## src/design/assert_macros.svh

```systemverilog
// ----------------------------------------------------------------------------
// assert_macros.svh
// concurrent assertion helpers, compiled out when SYNTH is defined
// ----------------------------------------------------------------------------
`ifndef ASSERT_MACROS_SVH
`define ASSERT_MACROS_SVH

`ifndef SYNTH

// checked on every rising edge outside reset
`define ASSERT_CLKD(lbl, prop) \
  lbl: assert property (@(posedge clk) disable iff (!rst_n) prop) \
    else $error("assertion failed");

// checked on every rising edge, reset included
`define ASSERT_ALWAYS(lbl, prop) \
  lbl: assert property (@(posedge clk) prop) \
    else $error("assertion failed");

`else

`define ASSERT_CLKD(lbl, prop)
`define ASSERT_ALWAYS(lbl, prop)

`endif

`endif

```

## src/design/pcw_pkg.sv

```systemverilog
// ----------------------------------------------------------------------------
// pcw_pkg
// shared types and constants of the png chunk walker
// ----------------------------------------------------------------------------
package pcw_pkg;

  localparam int CNT_W = 33;

  typedef logic [CNT_W-1:0] cnt_t;

  typedef struct packed {
    logic [7:0] data_byte;
    logic       start_of_file;
  } in_t;

  typedef struct packed {
    logic [15:0] chunk_number;
    logic [31:0] chunk_length;
    logic [31:0] chunk_type;
    logic        is_header;
    logic [31:0] image_width;
    logic [31:0] image_height;
    logic        is_end;
  } out_t;

  typedef struct packed {
    logic valid;
    out_t data;
  } res_t;

  typedef enum logic [2:0] {
    PH_SIG  = 3'd0,
    PH_HEAD = 3'd1,
    PH_IHDR = 3'd2,
    PH_SKIP = 3'd3,
    PH_DONE = 3'd4
  } phase_t;

  localparam cnt_t SIG_BYTES      = 33'd8;
  localparam cnt_t FIELD_BYTES    = 33'd4;
  localparam cnt_t HEAD_BYTES     = 33'd8;
  localparam cnt_t WH_BYTES       = 33'd8;
  localparam cnt_t IHDR_BYTES     = 33'd13;
  localparam cnt_t CRC_BYTES      = 33'd4;

  localparam logic [31:0] TYPE_IHDR = 32'h4948_4452;
  localparam logic [31:0] TYPE_IEND = 32'h4945_4E44;

  localparam logic [32:0] NUM_MAX = 33'h0_FFFF;

endpackage

```

## src/design/pcw_in_stage.sv

```systemverilog
// ----------------------------------------------------------------------------
// pcw_in_stage
// input register: holds one byte transaction until the parser takes it
// ----------------------------------------------------------------------------
module pcw_in_stage (
  input  logic          clk,
  input  logic          rst_n,
  input  logic          in_valid,
  output logic          in_ready,
  input  pcw_pkg::in_t  in_data,
  input  logic          take,
  output logic          item_valid,
  output pcw_pkg::in_t  item
);

  logic         valid_r;
  logic         valid_nxt;
  pcw_pkg::in_t data_r;

  assign in_ready   = !valid_r || take;
  assign item_valid = valid_r;
  assign item       = data_r;

  always_comb begin
    valid_nxt = valid_r;
    if (in_ready) begin
      valid_nxt = in_valid;
    end
  end

  always_ff @(posedge clk) begin
    if (!rst_n) begin
      valid_r <= 1'b0;
    end else begin
      valid_r <= valid_nxt;
    end
  end

  always_ff @(posedge clk) begin
    if (in_valid && in_ready) begin
      data_r <= in_data;
    end
  end

endmodule

```

## src/design/pcw_parser.sv

```systemverilog
// ----------------------------------------------------------------------------
// pcw_parser
// chunk walker state: consumes one byte per step, flags a chunk report
// ----------------------------------------------------------------------------
`include "assert_macros.svh"

module pcw_parser #(
  parameter int CHUNK_COUNT_BITS = 16
) (
  input  logic          clk,
  input  logic          rst_n,
  input  logic          step,
  input  pcw_pkg::in_t  item,
  output pcw_pkg::res_t res
);

  pcw_pkg::phase_t             phase_r, phase_nxt, cur_phase;
  pcw_pkg::cnt_t               cnt_r, cnt_nxt, cur_cnt;
  logic [31:0]                 len_r, len_nxt, cur_len;
  logic [31:0]                 type_r, type_nxt, cur_type;
  logic [31:0]                 wid_r, wid_nxt, cur_wid;
  logic [31:0]                 hgt_r, hgt_nxt, cur_hgt;
  logic [CHUNK_COUNT_BITS-1:0] count_r, count_nxt, cur_count;
  logic [32:0]                 count_wide;
  logic                        sof;
  logic [7:0]                  b;

  assign sof        = item.start_of_file;
  assign b          = item.data_byte;
  assign count_wide = 33'(count_nxt);

  always_comb begin
    cur_phase = sof ? pcw_pkg::PH_SIG : phase_r;
    cur_cnt   = sof ? '0 : cnt_r;
    cur_len   = sof ? '0 : len_r;
    cur_type  = sof ? '0 : type_r;
    cur_wid   = sof ? '0 : wid_r;
    cur_hgt   = sof ? '0 : hgt_r;
    cur_count = sof ? '0 : count_r;

    phase_nxt = cur_phase;
    cnt_nxt   = cur_cnt;
    len_nxt   = cur_len;
    type_nxt  = cur_type;
    wid_nxt   = cur_wid;
    hgt_nxt   = cur_hgt;
    count_nxt = cur_count;

    res.valid           = 1'b0;
    res.data.is_header  = 1'b0;
    res.data.is_end     = 1'b0;
    res.data.image_width  = '0;
    res.data.image_height = '0;

    unique case (cur_phase)
      pcw_pkg::PH_SIG: begin
        cnt_nxt = cur_cnt + 1'b1;
        if (cnt_nxt >= pcw_pkg::SIG_BYTES) begin
          cnt_nxt   = '0;
          phase_nxt = pcw_pkg::PH_HEAD;
        end
      end
      pcw_pkg::PH_HEAD: begin
        if (cur_cnt < pcw_pkg::FIELD_BYTES) begin
          len_nxt = {cur_len[23:0], b};
        end else begin
          type_nxt = {cur_type[23:0], b};
        end
        cnt_nxt = cur_cnt + 1'b1;
        if (cnt_nxt >= pcw_pkg::HEAD_BYTES) begin
          if (cur_count != '1) begin
            count_nxt = cur_count + 1'b1;
          end
          if (type_nxt == pcw_pkg::TYPE_IHDR) begin
            cnt_nxt   = '0;
            wid_nxt   = '0;
            hgt_nxt   = '0;
            phase_nxt = pcw_pkg::PH_IHDR;
          end else if (type_nxt == pcw_pkg::TYPE_IEND) begin
            cnt_nxt         = '0;
            phase_nxt       = pcw_pkg::PH_DONE;
            res.valid       = 1'b1;
            res.data.is_end = 1'b1;
          end else begin
            cnt_nxt   = {1'b0, len_nxt} + pcw_pkg::CRC_BYTES;
            phase_nxt = pcw_pkg::PH_SKIP;
            res.valid = 1'b1;
          end
        end
      end
      pcw_pkg::PH_IHDR: begin
        if (cur_cnt < pcw_pkg::FIELD_BYTES) begin
          wid_nxt = {cur_wid[23:0], b};
        end else if (cur_cnt < pcw_pkg::WH_BYTES) begin
          hgt_nxt = {cur_hgt[23:0], b};
        end
        cnt_nxt = cur_cnt + 1'b1;
        if (cnt_nxt >= pcw_pkg::IHDR_BYTES) begin
          cnt_nxt               = pcw_pkg::CRC_BYTES;
          phase_nxt             = pcw_pkg::PH_SKIP;
          res.valid             = 1'b1;
          res.data.is_header    = 1'b1;
          res.data.image_width  = wid_nxt;
          res.data.image_height = hgt_nxt;
        end
      end
      pcw_pkg::PH_SKIP: begin
        if (cur_cnt != '0) begin
          cnt_nxt = cur_cnt - 1'b1;
        end
        if (cnt_nxt == '0) begin
          phase_nxt = pcw_pkg::PH_HEAD;
        end
      end
      default: begin
      end
    endcase

    res.data.chunk_number = (count_wide > pcw_pkg::NUM_MAX) ? 16'hFFFF : count_wide[15:0];
    res.data.chunk_length = len_nxt;
    res.data.chunk_type   = type_nxt;
    res.valid             = res.valid && step;
  end

  always_ff @(posedge clk) begin
    if (!rst_n) begin
      phase_r <= pcw_pkg::PH_SIG;
      cnt_r   <= '0;
      len_r   <= '0;
      type_r  <= '0;
      wid_r   <= '0;
      hgt_r   <= '0;
      count_r <= '0;
    end else if (step) begin
      phase_r <= phase_nxt;
      cnt_r   <= cnt_nxt;
      len_r   <= len_nxt;
      type_r  <= type_nxt;
      wid_r   <= wid_nxt;
      hgt_r   <= hgt_nxt;
      count_r <= count_nxt;
    end
  end

  // skip count stays nonzero while skipping
  `ASSERT_CLKD(a_skip_nonzero, (phase_r == pcw_pkg::PH_SKIP) |-> (cnt_r != '0))
  // header byte index stays below eight
  `ASSERT_CLKD(a_head_cnt, (phase_r == pcw_pkg::PH_HEAD) |-> (cnt_r < pcw_pkg::HEAD_BYTES))
  // an end report parks the walker
  `ASSERT_CLKD(a_end_stops, (res.valid && res.data.is_end) |=> (phase_r == pcw_pkg::PH_DONE))
  // a header report leaves only the crc to skip
  `ASSERT_CLKD(a_hdr_crc, (res.valid && res.data.is_header) |=> (cnt_r == pcw_pkg::CRC_BYTES))

endmodule

```

## src/design/pcw_out_stage.sv

```systemverilog
// ----------------------------------------------------------------------------
// pcw_out_stage
// result register: holds a chunk report until the consumer takes it
// ----------------------------------------------------------------------------
module pcw_out_stage (
  input  logic          clk,
  input  logic          rst_n,
  input  pcw_pkg::res_t res,
  output logic          space,
  output logic          out_valid,
  input  logic          out_ready,
  output pcw_pkg::out_t out_data
);

  logic          valid_r;
  logic          valid_nxt;
  pcw_pkg::out_t data_r;

  assign space     = !valid_r || out_ready;
  assign out_valid = valid_r;
  assign out_data  = data_r;

  always_comb begin
    valid_nxt = valid_r;
    if (space) begin
      valid_nxt = res.valid;
    end
  end

  always_ff @(posedge clk) begin
    if (!rst_n) begin
      valid_r <= 1'b0;
    end else begin
      valid_r <= valid_nxt;
    end
  end

  always_ff @(posedge clk) begin
    if (space && res.valid) begin
      data_r <= res.data;
    end
  end

endmodule

```

## src/design/png_chunk_walker_core.sv

```systemverilog
// a byte accepted into the input register is parsed by a parser step, which registers its report
// throughput: one byte per cycle while the result register has space, set by the parser step between two registers
// a full result register that is not taken stalls the parser and then the input
// reset: synchronous active-low rst_n clears both valid flags and puts the walker at the
// start of the signature with a zero chunk count
// ----------------------------------------------------------------------------
// png_chunk_walker_core
// walks png chunk headers one byte per transaction and reports each chunk
// ----------------------------------------------------------------------------
`include "assert_macros.svh"

module png_chunk_walker_core #(
  parameter int CHUNK_COUNT_BITS = 16
) (
  input  logic          clk,
  input  logic          rst_n,
  input  logic          in_valid,
  output logic          in_ready,
  input  pcw_pkg::in_t  in_data,
  output logic          out_valid,
  input  logic          out_ready,
  output pcw_pkg::out_t out_data
);

  logic          item_valid;
  pcw_pkg::in_t  item;
  logic          space;
  logic          step;
  pcw_pkg::res_t res;

  assign step = item_valid && space;

  pcw_in_stage u_in (
    .clk        (clk),
    .rst_n      (rst_n),
    .in_valid   (in_valid),
    .in_ready   (in_ready),
    .in_data    (in_data),
    .take       (step),
    .item_valid (item_valid),
    .item       (item)
  );

  pcw_parser #(
    .CHUNK_COUNT_BITS (CHUNK_COUNT_BITS)
  ) u_parser (
    .clk   (clk),
    .rst_n (rst_n),
    .step  (step),
    .item  (item),
    .res   (res)
  );

  pcw_out_stage u_out (
    .clk       (clk),
    .rst_n     (rst_n),
    .res       (res),
    .space     (space),
    .out_valid (out_valid),
    .out_ready (out_ready),
    .out_data  (out_data)
  );

  // a report is produced only by a parser step
  `ASSERT_CLKD(a_res_step, res.valid |-> step)
  // a stalled report is not overwritten
  `ASSERT_CLKD(a_out_hold, (out_valid && !out_ready) |=> (out_valid && $stable(out_data)))
  // the parser never steps on an empty input register
  `ASSERT_CLKD(a_no_step_empty, step |-> item_valid)

endmodule
```

## config.mk

```make
export PLATFORM = sky130hd
export DESIGN_NAME = png_chunk_walker_core
export DESIGN_NICKNAME = d
export VERILOG_FILES = /design/src/design/pcw_pkg.sv /design/src/design/pcw_in_stage.sv /design/src/design/pcw_parser.sv /design/src/design/pcw_out_stage.sv /design/src/design/png_chunk_walker_core.sv
export VERILOG_INCLUDE_DIRS = /design/src /design/src/design
export SDC_FILE = /design/constraint.sdc
export NUM_CORES = 1
export LEC_CHECK = 0
export BUFFER_PORTS_ARGS = -buffer_cell sky130_fd_sc_hd__buf_4
export CORE_AREA = 2 2 186 188
export DETAILED_ROUTE_END_ITERATION = 8
export DIE_AREA = 0 0 188 190
export MAX_ROUTING_LAYER = met4
export PLACE_DENSITY = 0.77
export SETUP_SLACK_MARGIN = 0.5
export SKIP_CTS_REPAIR_TIMING = 1
export SLEW_MARGIN = 40
export SYNTH_ARGS = -nofsm -noshare
export SYNTH_HDL_FRONTEND = slang
export SYNTH_SLANG_ARGS = --single-unit
```

## constraint.sdc

```tcl
create_clock -name clk -period 10.06 [get_ports clk]
set_input_delay 1.006 -clock clk [delete_from_list [all_inputs] [get_ports clk]]
set_output_delay 1.006 -clock clk [all_outputs]
set_load 0.01 [all_outputs]
```

; ---- Word level (Yosys, flattened, before mapping)
; Cells that the tools add are included.
; W data, S select, Z words.
[totals]
regBits = 337
in_bits = 13
output_inout_bits = 148
word_cells = 94
[op_classes]
addsub = 4
order_cmp = 5
eq_ne = 6
n_mux = 46
n_bitwise = 2
reduce_logical = 13
[op_table]
columns = op, n
row1 = $mux W32, 17
row2 = $mux W33, 8
row3 = $pmux W33 S4, 1
row4 = $pmux W32 S2, 2
row5 = $ge A33 B4 Y1 const B, 2
row6 = $mux W65, 1
row7 = $eq A32 B31 Y1 const B, 2
row8 = $mux W16, 4
row9 = $add A32 B3 Y33 const B, 1
row10 = $add A33 B1 Y33 const B, 1
row11 = $logic_not A33 Y1, 1
row12 = $lt A33 B3 Y1 const B, 1
row13 = $lt A33 B4 Y1 const B, 1
row14 = $reduce_bool A33 Y1, 1
row15 = $sub A33 B1 Y33 const B, 1
row16 = $mux W3, 7
row17 = $add A16 B1 Y16 const B, 1
row18 = $gt A16 B16 Y1 const B, 1
row19 = $ne A16 B16 Y1 const B, 1
row20 = $pmux W3 S4, 1
row21 = $eq A3 B2 Y1 const B, 2
row22 = $logic_and A1 B1 Y1, 4
row23 = $mux W1, 4
row24 = $eq A3 B1 Y1 const B, 1
row25 = other kinds (7), 10

; ---- Logic depth before layout (Yosys ltp)
; Gate-level depths: netlist of the first run.
[depth]
depth_word = 10
ltp_mapped = 23
depth_no_buf = 14

; ---- Modules after synthesis
; A second synthesis of the first run with hierarchy kept.
[hier_totals]
hier_cells = 2155
area_unflattened_um2 = 18521.5
[by_module_without_submodules]
columns = mod, instances, cells_each, area_per_inst_um2, seq_area_each_um2
row1 = pcw_parser, 1, 1989, 13745.7, 3603.5
row2 = pcw_out_stage, 1, 151, 4441.8, 4404.2
row3 = pcw_in_stage, 1, 14, 327.8, 290.3
row4 = png_chunk_walker_core, 1, 1, 6.3, 0.0

; ---- Worst setup path after synthesis of the first run
; Ideal clock, no wire load.
[synth_path]
path_type = register to register
startpoint = register u_in.data_r (netlist bit u_in.item[0])
endpoint = register u_out.data_r (netlist bit u_out.out_data[0]), enable pin
setup_ns = 0.654
arrival_ns = 10.287
t_required_ns = 9.406
slack_ns = -0.881
path_stages_with_launch = 22
n_path_buf = 8
synth_period_minus_slack_ns = 10.941
path_cell_list = edfxtp_1 -> clkbuf_1 -> buf_2 -> clkinv_1 -> clkbuf_1 -> buf_2 -> clkbuf_1 -> buf_1 -> nand2_1 -> inv_1 -> ha_1 -> buf_2 -> nand4_1 -> nor4_4 -> nand4_1 -> xnor2_1 -> a21oi_1 -> a41o_1 -> a21oi_1 -> clkbuf_1 -> a22oi_1 -> nor2_1
[synth_between]
elab_chain_cells = 10
word_cells_on_any_way = 18
classes_between = 1 x add/sub / 3 x order compare / 3 x eq/ne / 9 x mux / 2 x reduce/logical
[synth_rtl]
columns = element, line
row1 = start: declaration, pcw_in_stage.sv:18  ; pcw_pkg::in_t data_r;
row2 = start signal: assignment, pcw_in_stage.sv:41  ; data_r <= in_data;
row3 = branches (longest 7 deep; another with $add A33 B1 Y33), -
row4 = $pmux W1 S2 *, pcw_parser.sv:55  ; unique case (cur_phase)
row5 = $logic_and A1 B1 Y1 *, pcw_parser.sv:122  ; res.valid = res.valid && step;
row6 = $logic_and A1 B1 Y1 *, pcw_out_stage.sv:39  ; if (space && res.valid) begin
row7 = end signal: assignment, pcw_out_stage.sv:40  ; data_r <= res.data;
row8 = end: declaration, pcw_out_stage.sv:17  ; pcw_pkg::out_t data_r;
; Every way passes the cells marked *. The select of a mux whose other input is x is not followed.
; A chain may end at the register's enable or synchronous reset.

; ---- Final worst setup path of the first run
[layout_path]
startpoint = register u_in.data_r (netlist bit u_in.item[0])
endpoint = register u_out.data_r (netlist bit u_out.out_data[76]), enable pin
; Same word-level chain as after synthesis.

==> impl_metrics.csv, run 1 <==
group,metric,value,unit
run_status,status,"complete, no violations",
cts,path_clk_slew,0.06,ns
yosys,netlist-cell-type-count,94,
sta,setup_viol,0,
yosys,synth_edf_count,155,
detailed_routing,via_per_inst,6.42,
sta,finalMaxSlewViolations,0,
yosys,synth-seq-cells,337,
detailed_routing,routed_wl,59.8,mm
yosys,syn-num-nets,2216,
setup_path,start_kind,"flop",
setup_path,critical_path_class,"reg2reg",
setup_path,worstPathArrival,6.25,ns
detailed_routing,drc,0,
yosys,ys_warn_count,0,
yosys,yosysTopAreaCell,"edfxtp_1",
yosys,synth_area_leaders,"edfxtp_1 25%, dfxtp_1 20%, nand2_1 9.3%",
placement,numPortBuffers,160,
sta,slew_headroom,43.3,%
cts,cts-root-buf,"clkbuf_16",
sta,worst_pin_slew,0.850,ns
sta,hold_violations,0,
sta,fin_crit_sh,59.9,%
sta,max_freq,166,MHz
yosys,yosysMostFrequentCell,"nand2_1",
die,placementRows,68,
grt,grt_max_degree,87,
yosys,syn-cell-area,18300,µm²
cts,clk_latency,0.57,ns
die,fp.coreArea,33900,µm²
die,die_h,190,µm
setup_path,required,10.28,ns
grt,overflow,0,
grt,grt_pass1_vias,15943,
detailed_routing,drt_pass1_iterations,5,
detailed_routing,drt_iter0_drc,2365,
power_and_ir_drop,leakagePower,7.10,nW
final_layout,final_layout_size_suffix_gt1_share,13.7,%
sta,period_needed,6.03,ns
sta,skew,0.0248,ns
flow_run,drv_cap,0,
placement,place.gp.congestion,0.991,
setup_path,worst_setup_path_end_kind,"flop",
yosys,async_flop_share,0,%
placement,dp_slack,3.99,ns
die,die_area,35700,µm²
yosys,synth_top_area_share,25.5,%
final_layout,finalNetCount,2260,
grt,antenna_found_initial,0,
detailed_routing,wl_per_cell,21.9,µm
power_and_ir_drop,p_per_area,153,nW/µm²
yosys,synth_common_cells,"451 x nand2_1, 286 x a21oi_1, 182 x dfxtp_1, 155 x edfxtp_1, 154 x nor2_1",
cts,cts_max_level,2,
sta,setup_tns,0,ns
sta,holdWs,0.467,ns
placement,hpwlAfterDp,39.7,mm
hold_path,hp-class,"reg2reg",
detailed_routing,highest_layer,"met4",
grt,grtUsageTotal,33.5,%
yosys,synth_seq_area_share,45.4,%
detailed_routing,drt-met1-wl,25.1,mm
sta,rsz0062_at_grt,"false",
detailed_routing,vias,17475,
final_layout,nFillCells,2895,
yosys,synthCells,2198,
setup_path,cp_max_fo,80,
die,start_util,53.9,%
detailed_routing,postRouteAntennaNets,0,
cts,numCtsBuffers,36,
die,die_w,188,µm
cts,numClockSinks,337,
cts,clk_path_buf_depth,3,
final_layout,antennaDiodeCount,0,
detailed_routing,wl_met2,27.6,mm
sta,fin_ws,4.03,ns
final_layout,syn_to_final_growth,14.2,%
yosys,synth.avg_cell_area,8.32,µm²
power_and_ir_drop,vdd.ir_drop.worst,0.135,mV
detailed_routing,dr_wl_met3,5.14,mm
die,io_pins,161,
cts,cts_tree,"done",
yosys,synth_flop_cell,"dfxtp_1",
grt,grt_pass1_wl,91.7,mm
-- cells by family (layout without fill, tap and decap cells) --
family / Yosys count / count (layout) / synth area share (%)
multiplexers: 23 / 23 / 1.27
flip-flops: 337 / 337 / 45.4
XOR/XNOR: 67 / 67 / 3.21
adder cells (fa/ha/maj): 5 / 5 / 0.342
AND/OR/NAND/NOR: 943 / 943 / 24.9
buffers and inverters: 213 / 284 / 4.71
AO/OA/AOI/OAI: 610 / 610 / 20.2
-- worst max-delay path, stage by stage (launching register included) --
cell and delay, ns:
edfxtp_1 0.42, inv_2 0.51, nand2_1 0.31, inv_1 0.15, ha_1 0.34, nand4_1 0.32
nor4_4 0.55, xnor2_1 0.18, a21oi_1 0.08, or4_1 0.57, or4_1 0.58, or3_1 0.49
a22oi_1 0.38, nor2_4 0.05, buf_6 0.26, buf_6 0.37
-- per-stage QoR --
step / total power, mW / cell area (µm²) / instances / util, %
2_1_floorplan: 1.73 / 18300 / 2198 / -
3_3_place_gp: 1.85 / 19600 / 2658 / 57.8
3_5_place_dp: 1.85 / 19700 / 2659 / 57.9
4_1_cts: 3.19 / 20800 / 2724 / 61.4
5_1_grt: 3.27 / 20900 / 2724 / 61.5
6_report: 3.19 / 20900 / 2724 / 61.5
-- layout by cell type (no fill, tap or decap), types with 35 or more instances in the layout --
| cell type | instances |
|---|---|
| nand2_1 | 448 |
| a21oi_1 | 285 |
| buf_4 | 186 |
| dfxtp_1 | 182 |
| edfxtp_1 | 155 |
| nor2_1 | 150 |
| o21ai_0 | 85 |
| nand3_1 | 52 |
| nor3_1 | 49 |
| o31ai_1 | 48 |
| clkbuf_16 | 38 |
| o21ai_1 | 36 |
| xnor2_1 | 36 |
| nor3b_1 | 35 |
-- power by group --
group | internal [mW] | leakage, nW | switching (mW)
clock network | 0.787 | 0.591 | 0.564
logic | 0.0941 | 3.46 | 0.256
registers | 1.44 | 3.06 | 0.0425
-- sequential cells by signal, summed over array words and instances, names as in the netlist --
signal / flops
u_in.item: 9
u_in.item_valid: 1
u_parser.len_r: 32
u_parser.cnt_r: 33
u_parser.count_r: 16
u_parser.hgt_r: 32
u_parser.phase_r: 3
u_out.out_data: 146
u_out.out_valid: 1
u_parser.wid_r: 32
u_parser.type_r: 32
-- worst paths after layout --
kind,from,endpoint,slack [ns],depth (start not counted)
setup reg to reg,u_in.item[0],u_out.out_data[76],4.03,15
hold / removal,u_parser.type_r[24],u_parser.type_r[24],0.47,2
hold reg to reg,u_parser.type_r[24],u_parser.type_r[24],0.47,2
setup / recovery,u_in.item[0],u_out.out_data[76],4.03,15
-- cell type report --
cell class                 count  area (µm²)  share of cell area (%)
clock buffer                  48        1010                    4.83
clock inverter                17         178                   0.851
inverter                      27         104                   0.498
multi-input combinational   1648        9250                    44.3
sequential                   337        8300                    39.8
tap                          455         569                    2.73
timing repair buffer         192        1460                    7.01
-- layer usage --
metal / track usage [%] / up-vias
met5: - / -
met4: 11.9 / 0
met3: 5.70 / 140
met2: 51.3 / 927
met1: 45.1 / 8394
li1: - / 8014
Note: power is estimated with default switching activity, not from simulation.
==> run 2, diff against run 1 <==
clock period = 5.2 ns   (was 10.06 ns; I/O delays follow)
==> impl_metrics.csv, run 2 (same netlist as run 1, synthesis figures left out) <==
group,metric,value,unit
run_status,status,"complete, no violations",
die,die_area,35700,µm²
final_layout,final_layout_size_suffix_gt1_share,15.5,%
setup_path,path_common_cell,"or4_1",
power_and_ir_drop,p_per_area,290,nW/µm²
sta,worst_pin_slew,0.834,ns
setup_path,required,5.46,ns
setup_path,start_kind,"flop",
placement,place.gp.congestion,0.976,
die,fp.coreArea,33900,µm²
sta,period_needed,4.57,ns
setup_path,setup.worst_path.end,"u_out.out_data[65]",
setup_path,crit_start,"u_parser.cnt_r[3]",
power_and_ir_drop,seqPwrFrac,46.5,%
flow_run,drv_cap,0,
grt,grt_max_degree,77,
sta,slew_headroom,44.4,%
final_layout,layout_common_cells,"448 x nand2_1, 284 x a21oi_1, 228 x buf_4",
setup_path,cp_max_fo,49,
power_and_ir_drop,leakagePower,7.31,nW
die,start_util,53.9,%
sta,rsz0062_at_grt,"false",
grt,grt_pass1_wl,95.6,mm
grt,antenna_found_initial,0,
sta,setup_viol,0,
setup_path,worstReg2RegEnd,"u_out.out_data[65]",
setup_path,crit_path_cell_trace,"nand4_1, buf_4, or2_1, o41ai_1, o221ai_1, or4_1, or4_1, or3_1, a22oi_2, nor2_4, buf_12",
placement,numPortBuffers,160,
sta,holdWs,0.154,ns
power_and_ir_drop,p_int,4.48,mW
sta,fin_crit_sh,87.8,%
cts,numCtsBuffers,37,
setup_path,r2r_setup_slack,0.63,ns
power_and_ir_drop,clockPowerShare,41.6,%
sta,skew,0.0149,ns
final_layout,syn_to_final_growth,16.5,%
sta,max_freq,219,MHz
power_and_ir_drop,vdd.ir_drop.worst,0.222,mV
final_layout,largest_reg_flops,146,
hold_path,hp-class,"in2reg",
setup_path,r2r_cells,11,
power_and_ir_drop,netSwitchingFraction,27.4,%
cts,cts-root-buf,"clkbuf_16",
setup_path,worst_setup_path_end_kind,"flop",
cts,numClockSinks,337,
die,placementRows,68,
detailed_routing,wl_per_cell,22.8,µm
setup_path,critical_path_class,"reg2reg",
grt,overflow,0,
die,io_pins,161,
cts,clk_latency,0.55,ns
final_layout,finalNetCount,2306,
detailed_routing,drt_iter0_drc,2141,
final_layout,antennaDiodeCount,0,
setup_path,reg2reg_from,"u_parser.cnt_r[3]",
cts,path_clk_slew,0.06,ns
setup_path,slowest_stage,"dfxtp_1",
final_layout,stdcell_count,2770,
final_layout,layout_commonest_cell,"nand2_1",
detailed_routing,vias,17805,
detailed_routing,postRouteAntennaNets,0,
grt,grtUsageTotal,35.1,%
sta,hold_violations,0,
power_and_ir_drop,power_switching,1.69,mW
grt,grt_pass1_vias,16414,
die,die_h,190,µm
cts,clk_path_buf_depth,3,
power_and_ir_drop,power_frac_comb,11.9,%
setup_path,slowest_delay,0.69,ns
cts,cts_tree,"done",
detailed_routing,drc,0,
sta,finalMaxSlewViolations,0,
cts,cts_max_level,2,
placement,placed_cells,2700,
detailed_routing,via_per_inst,6.43,
detailed_routing,routed_wl,63.2,mm
detailed_routing,drt_pass1_iterations,5,
placement,hpwlAfterDp,43.5,mm
setup_path,worstPathArrival,4.83,ns
die,die_w,188,µm
## run 2: changes by cell type in the layout (fill, tap and decap cells not counted), moves of 2 or more
cell and delta:
buf_12 +7, buf_4 +42, buf_6 -6, bufinv_16 -2
clkbuf_1 +3, clkbuf_8 +3, clkinv_2 -5, clkinvlp_4 +3
inv_1 -2
## run 2: worst min-delay path by stage
stage / depth (start not counted) / slack, ns / from / to
2_1_floorplan: 2 / 0.44 / u_parser.hgt_r[24] / u_parser.hgt_r[24]
3_3_place_gp: 2 / 0.45 / u_parser.hgt_r[26] / u_parser.hgt_r[26]
3_5_place_dp: 2 / 0.46 / u_parser.hgt_r[27] / u_parser.hgt_r[27]
4_1_cts: 1 / 0.14 / in_data[0] / u_in.item[0]
5_1_grt: 1 / 0.15 / in_data[0] / u_in.item[0]
6_report: 1 / 0.15 / in_data[0] / u_in.item[0]
## run 2: metal layers
metal	GRT usage (%)	routed length, µm	vias up
met5	-	0	-
met4	13.2	2490	0
met3	4.70	5490	173
met2	55.4	29400	1015
met1	46.4	25800	8520
li1	-	-	8097
## run 2: final cells by class
cell class                      count  area (µm²)
Clock buffer                       54        1060
Clock inverter                     12         111
Fill cell                        2872       12600
Inverter                           27         114
Multi-Input combinational cell   1648        9260
Sequential cell                   337        8300
Tap cell                          455         569
Timing Repair Buffer              237        1890
## run 2: critical path, delay by kind of cell (launching register included)
kind	cells	cell delay, ns
buffers and inverters	2	0.43
and+or+nand+nor	6	2.14
AOI/OAI and AO/OA	3	0.97
DFF	1	0.69
## run 2: power by group through the flow
stage	Clock, mW	Sequential, mW	Combinational [mW]
2_1_floorplan	0	2.88	0.485
3_3_place_gp	0	2.92	0.705
3_5_place_dp	0	2.92	0.707
4_1_cts	2.59	2.87	0.711
5_1_grt	2.68	2.87	0.774
6_report	2.57	2.87	0.733
## run 2: through the flow
stage | setup TNS [ns] | cell area, µm² | power [mW] | setup WS (ns) | util [%]
after floorplan | -84.66 | 18400 | 3.36 | -0.580 | -
after global placement | 0 | 20000 | 3.63 | 0.586 | 59.0
after detailed placement | 0 | 20100 | 3.63 | 0.601 | 59.1
after CTS | 0 | 21200 | 6.17 | 0.567 | 62.5
after global routing | 0 | 21300 | 6.33 | 0.494 | 62.8
final | 0 | 21300 | 6.17 | 0.632 | 62.8
==> run 3, diff against run 2 <==
CORE_AREA = 2 2 187 189   (was 2 2 186 188)
DIE_AREA = 0 0 189 191   (was 0 0 188 190)
SYNTH_HIERARCHICAL = 1   (was unset)
==> impl_metrics.csv, run 3 <==
group,metric,value,unit
yosys,syn-cell-area,18500,µm²
cts,cts-root-buf,"clkbuf_16",
power_and_ir_drop,vdd.ir_drop.worst,0.220,mV
setup_path,worstPathArrival,4.84,ns
setup_path,slowest_delay,0.55,ns
die,placementRows,68,
die,fp.coreArea,34100,µm²
placement,place.gp.congestion,0.996,
sta,period_needed,4.38,ns
die,die_w,189,µm
setup_path,critical_path_class,"reg2reg",
sta,fin_crit_sh,84.2,%
cts,clk_latency,0.54,ns
cts,path_clk_slew,0.06,ns
power_and_ir_drop,leakagePower,7.06,nW
detailed_routing,postRouteAntennaNets,0,
run_status,status,"complete, no violations",
sta,finalMaxSlewViolations,0,
grt,overflow,0,
setup_path,required,5.67,ns
yosys,synth_edf_count,155,
die,die_area,36100,µm²
yosys,synthCells,2155,
yosys,synth_seq_area_share,44.8,%
setup_path,slowest_stage,"nand4_1",
final_layout,multiInputGateArea,9460,µm²
power_and_ir_drop,p_per_area,300,nW/µm²
placement,numPortBuffers,160,
power_and_ir_drop,report.power.total,6.37,mW
final_layout,syn_to_final_growth,14.5,%
sta,setup_tns,0,ns
yosys,synth_flop_cell,"dfxtp_1",
yosys,synth-seq-cells,337,
detailed_routing,routed_wl,57.2,mm
yosys,synth.avg_cell_area,8.59,µm²
final_layout,finalNetCount,2234,
final_layout,largest_reg_flops,146,
hold_path,hp-class,"in2reg",
detailed_routing,drc,0,
sta,slew_headroom,44.9,%
grt,grt_pass1_wl,88.6,mm
placement,placed_area,20000,µm²
placement,hpwlAfterDp,38.8,mm
detailed_routing,wl_per_cell,21.2,µm
sta,max_freq,229,MHz
final_layout,final_layout_size_suffix_gt1_share,14.9,%
die,io_pins,161,
cts,cts_tree,"done",
yosys,yosysMostFrequentCell,"nand2_1",
detailed_routing,via_per_inst,6.37,
setup_path,path_buf_inv,2,
final_layout,layout_commonest_cell,"nand2_1",
sta,worst_pin_slew,0.824,ns
die,die_h,191,µm
setup_path,crit_path_cell_trace,"nor2_1, nand4_1, o31ai_4, buf_4, nand2_1, a21boi_0, inv_1, ha_1, nand2_1, nor2b_1, mux2_2, nand2_1, o31a_1, o22a_1, o22a_1, a21oi_1",
setup_path,start_kind,"flop",
yosys,yosysTopAreaCell,"edfxtp_1",
cts,numCtsBuffers,36,
setup_path,worst_setup_path_end_kind,"flop",
setup_path,cp_max_fo,27,
sta,setup_viol,0,
yosys,synthAdderAreaFrac,0.338,%
yosys,synthSimpleGateAreaFrac,24.2,%
yosys,synth_top_family_by_area,"simple AND/OR/NAND/NOR gates",
cts,numClockSinks,337,
yosys,netlist-cell-type-count,90,
sta,rsz0062_at_grt,"false",
flow_run,drv_cap,0,
cts,clk_path_buf_depth,3,
sta,hold_violations,0,
yosys,synth_top_area_share,25.1,%
setup_path,path_delay_family,"simple AND/OR/NAND/NOR gates",
yosys,synth_area_leaders,"edfxtp_1 25%, dfxtp_1 20%, a21oi_1 7.2%",
detailed_routing,drt_pass1_iterations,6,
yosys,ys_warn_count,6,
cts,cts_max_level,2,
yosys,synth_xor_area_share,3.45,%
final_layout,stdcell_count,2699,
detailed_routing,vias,17190,
grt,grtUsageTotal,31.6,%
detailed_routing,drt_iter0_drc,2165,
setup_path,path_common_cell,"nand2_1",
sta,skew,0.0218,ns
final_layout,regArea,8300,µm²
placement,placed_cells,2633,
die,start_util,54.3,%
yosys,async_flop_share,0,%
final_layout,nFillCells,2927,
grt,antenna_found_initial,1,
yosys,syn-num-nets,2173,
final_layout,fin_area,21200,µm²
grt,grt_max_degree,94,
yosys,synth_common_cells,"312 x nand2_1, 267 x a21oi_1, 218 x nor2_1, 182 x dfxtp_1, 155 x edfxtp_1",
final_layout,layout_common_cells,"310 x nand2_1, 264 x a21oi_1, 216 x nor2_1",
yosys,synth_compound_area_share,17.9,%
grt,grt_pass1_vias,15946,
yosys,synth_mux_area_share,4.52,%
-- run 3: cell types whose count changed after synthesis, sizes merged, moves of 12 or more --
cell	before	now
mux2i	21	78
o31ai	49	9
o21ai	122	72
buf	55	71
clkbuf	131	114
nand2	451	313
a21oi	286	267
a32o	2	16
nand3	52	94
nor2	156	219
xnor2	36	48
o22a	2	14
-- run 3: cell families (layout without fill, tap and decap cells) --
| kind of cell | count (synthesis) | in the layout |
|---|---|---|
| AOI/OAI and AO/OA | 528 | 528 |
| xor gates and xnor gates | 73 | 73 |
| adders and majority gates | 5 | 5 |
| buffers and inverters | 211 | 299 |
| DFF | 337 | 337 |
| muxes | 83 | 83 |
| other | 0 | 1 |
| and+or+nand+nor | 918 | 918 |
-- run 3: worst paths after layout --
kind / start / end / slack (ns) / depth (start not counted)
worst min-delay path: in_data[6] / u_in/item[6] / 0.16 / 1
worst min register to register: u_parser/hgt_r[29] / u_parser/hgt_r[29] / 0.48 / 2
worst max-delay path: u_parser/cnt_r[19] / u_parser/cnt_r[28] / 0.82 / 16
worst max register to register: u_parser/cnt_r[19] / u_parser/cnt_r[28] / 0.82 / 16
-- run 3: power breakdown --
part           switching, mW  internal, mW
logic                  0.563         0.261
clock network           1.10          1.50
registers              0.105          2.84
total                   1.76          4.60
-- run 3: through the flow --
| stage | util (%) | setup WS [ns] | hold WS (ns) |
|---|---|---|---|
| 6_report | 62.2 | 0.824 | 0.159 |
| 2_1_floorplan | - | 0.502 | 0.452 |
| 3_5_place_dp | 58.6 | 0.962 | 0.469 |
| 3_3_place_gp | 58.5 | 0.914 | 0.458 |
| 4_1_cts | 62.1 | 0.931 | 0.140 |
| 5_1_grt | 62.2 | 0.613 | 0.143 |
-- run 3: layout make-up --
cell class,count,share of cell area [%]
Clock inverter,19,1.03
Tap cell,455,2.68
Timing Repair Buffer,208,7.46
Multi-Input combinational cell,1607,44.6
Antenna cell,1,0.0118
Inverter,26,0.466
Clock buffer,46,4.61
Sequential cell,337,39.1
-- run 3: layer usage --
layer	vias to the layer above	part of all wire (%)	track usage, %
li1	7918	-	-
met1	8197	42	42.3
met2	927	46	48.6
met3	148	8.8	4.79
met4	0	3.4	12.1
met5	-	0	-
-- run 3: worst reg2reg max path, cell delays in order, from the launching register on --
cell and delay [ns]:
dfxtp_1 0.44, nor2_1 0.43, nand4_1 0.55, o31ai_4 0.40, buf_4 0.33, nand2_1 0.12, a21boi_0 0.18, inv_1 0.10
ha_1 0.24, nand2_1 0.10, nor2b_1 0.15, mux2_2 0.24, nand2_1 0.17, o31a_1 0.34, o22a_1 0.21, o22a_1 0.17
a21oi_1 0.13
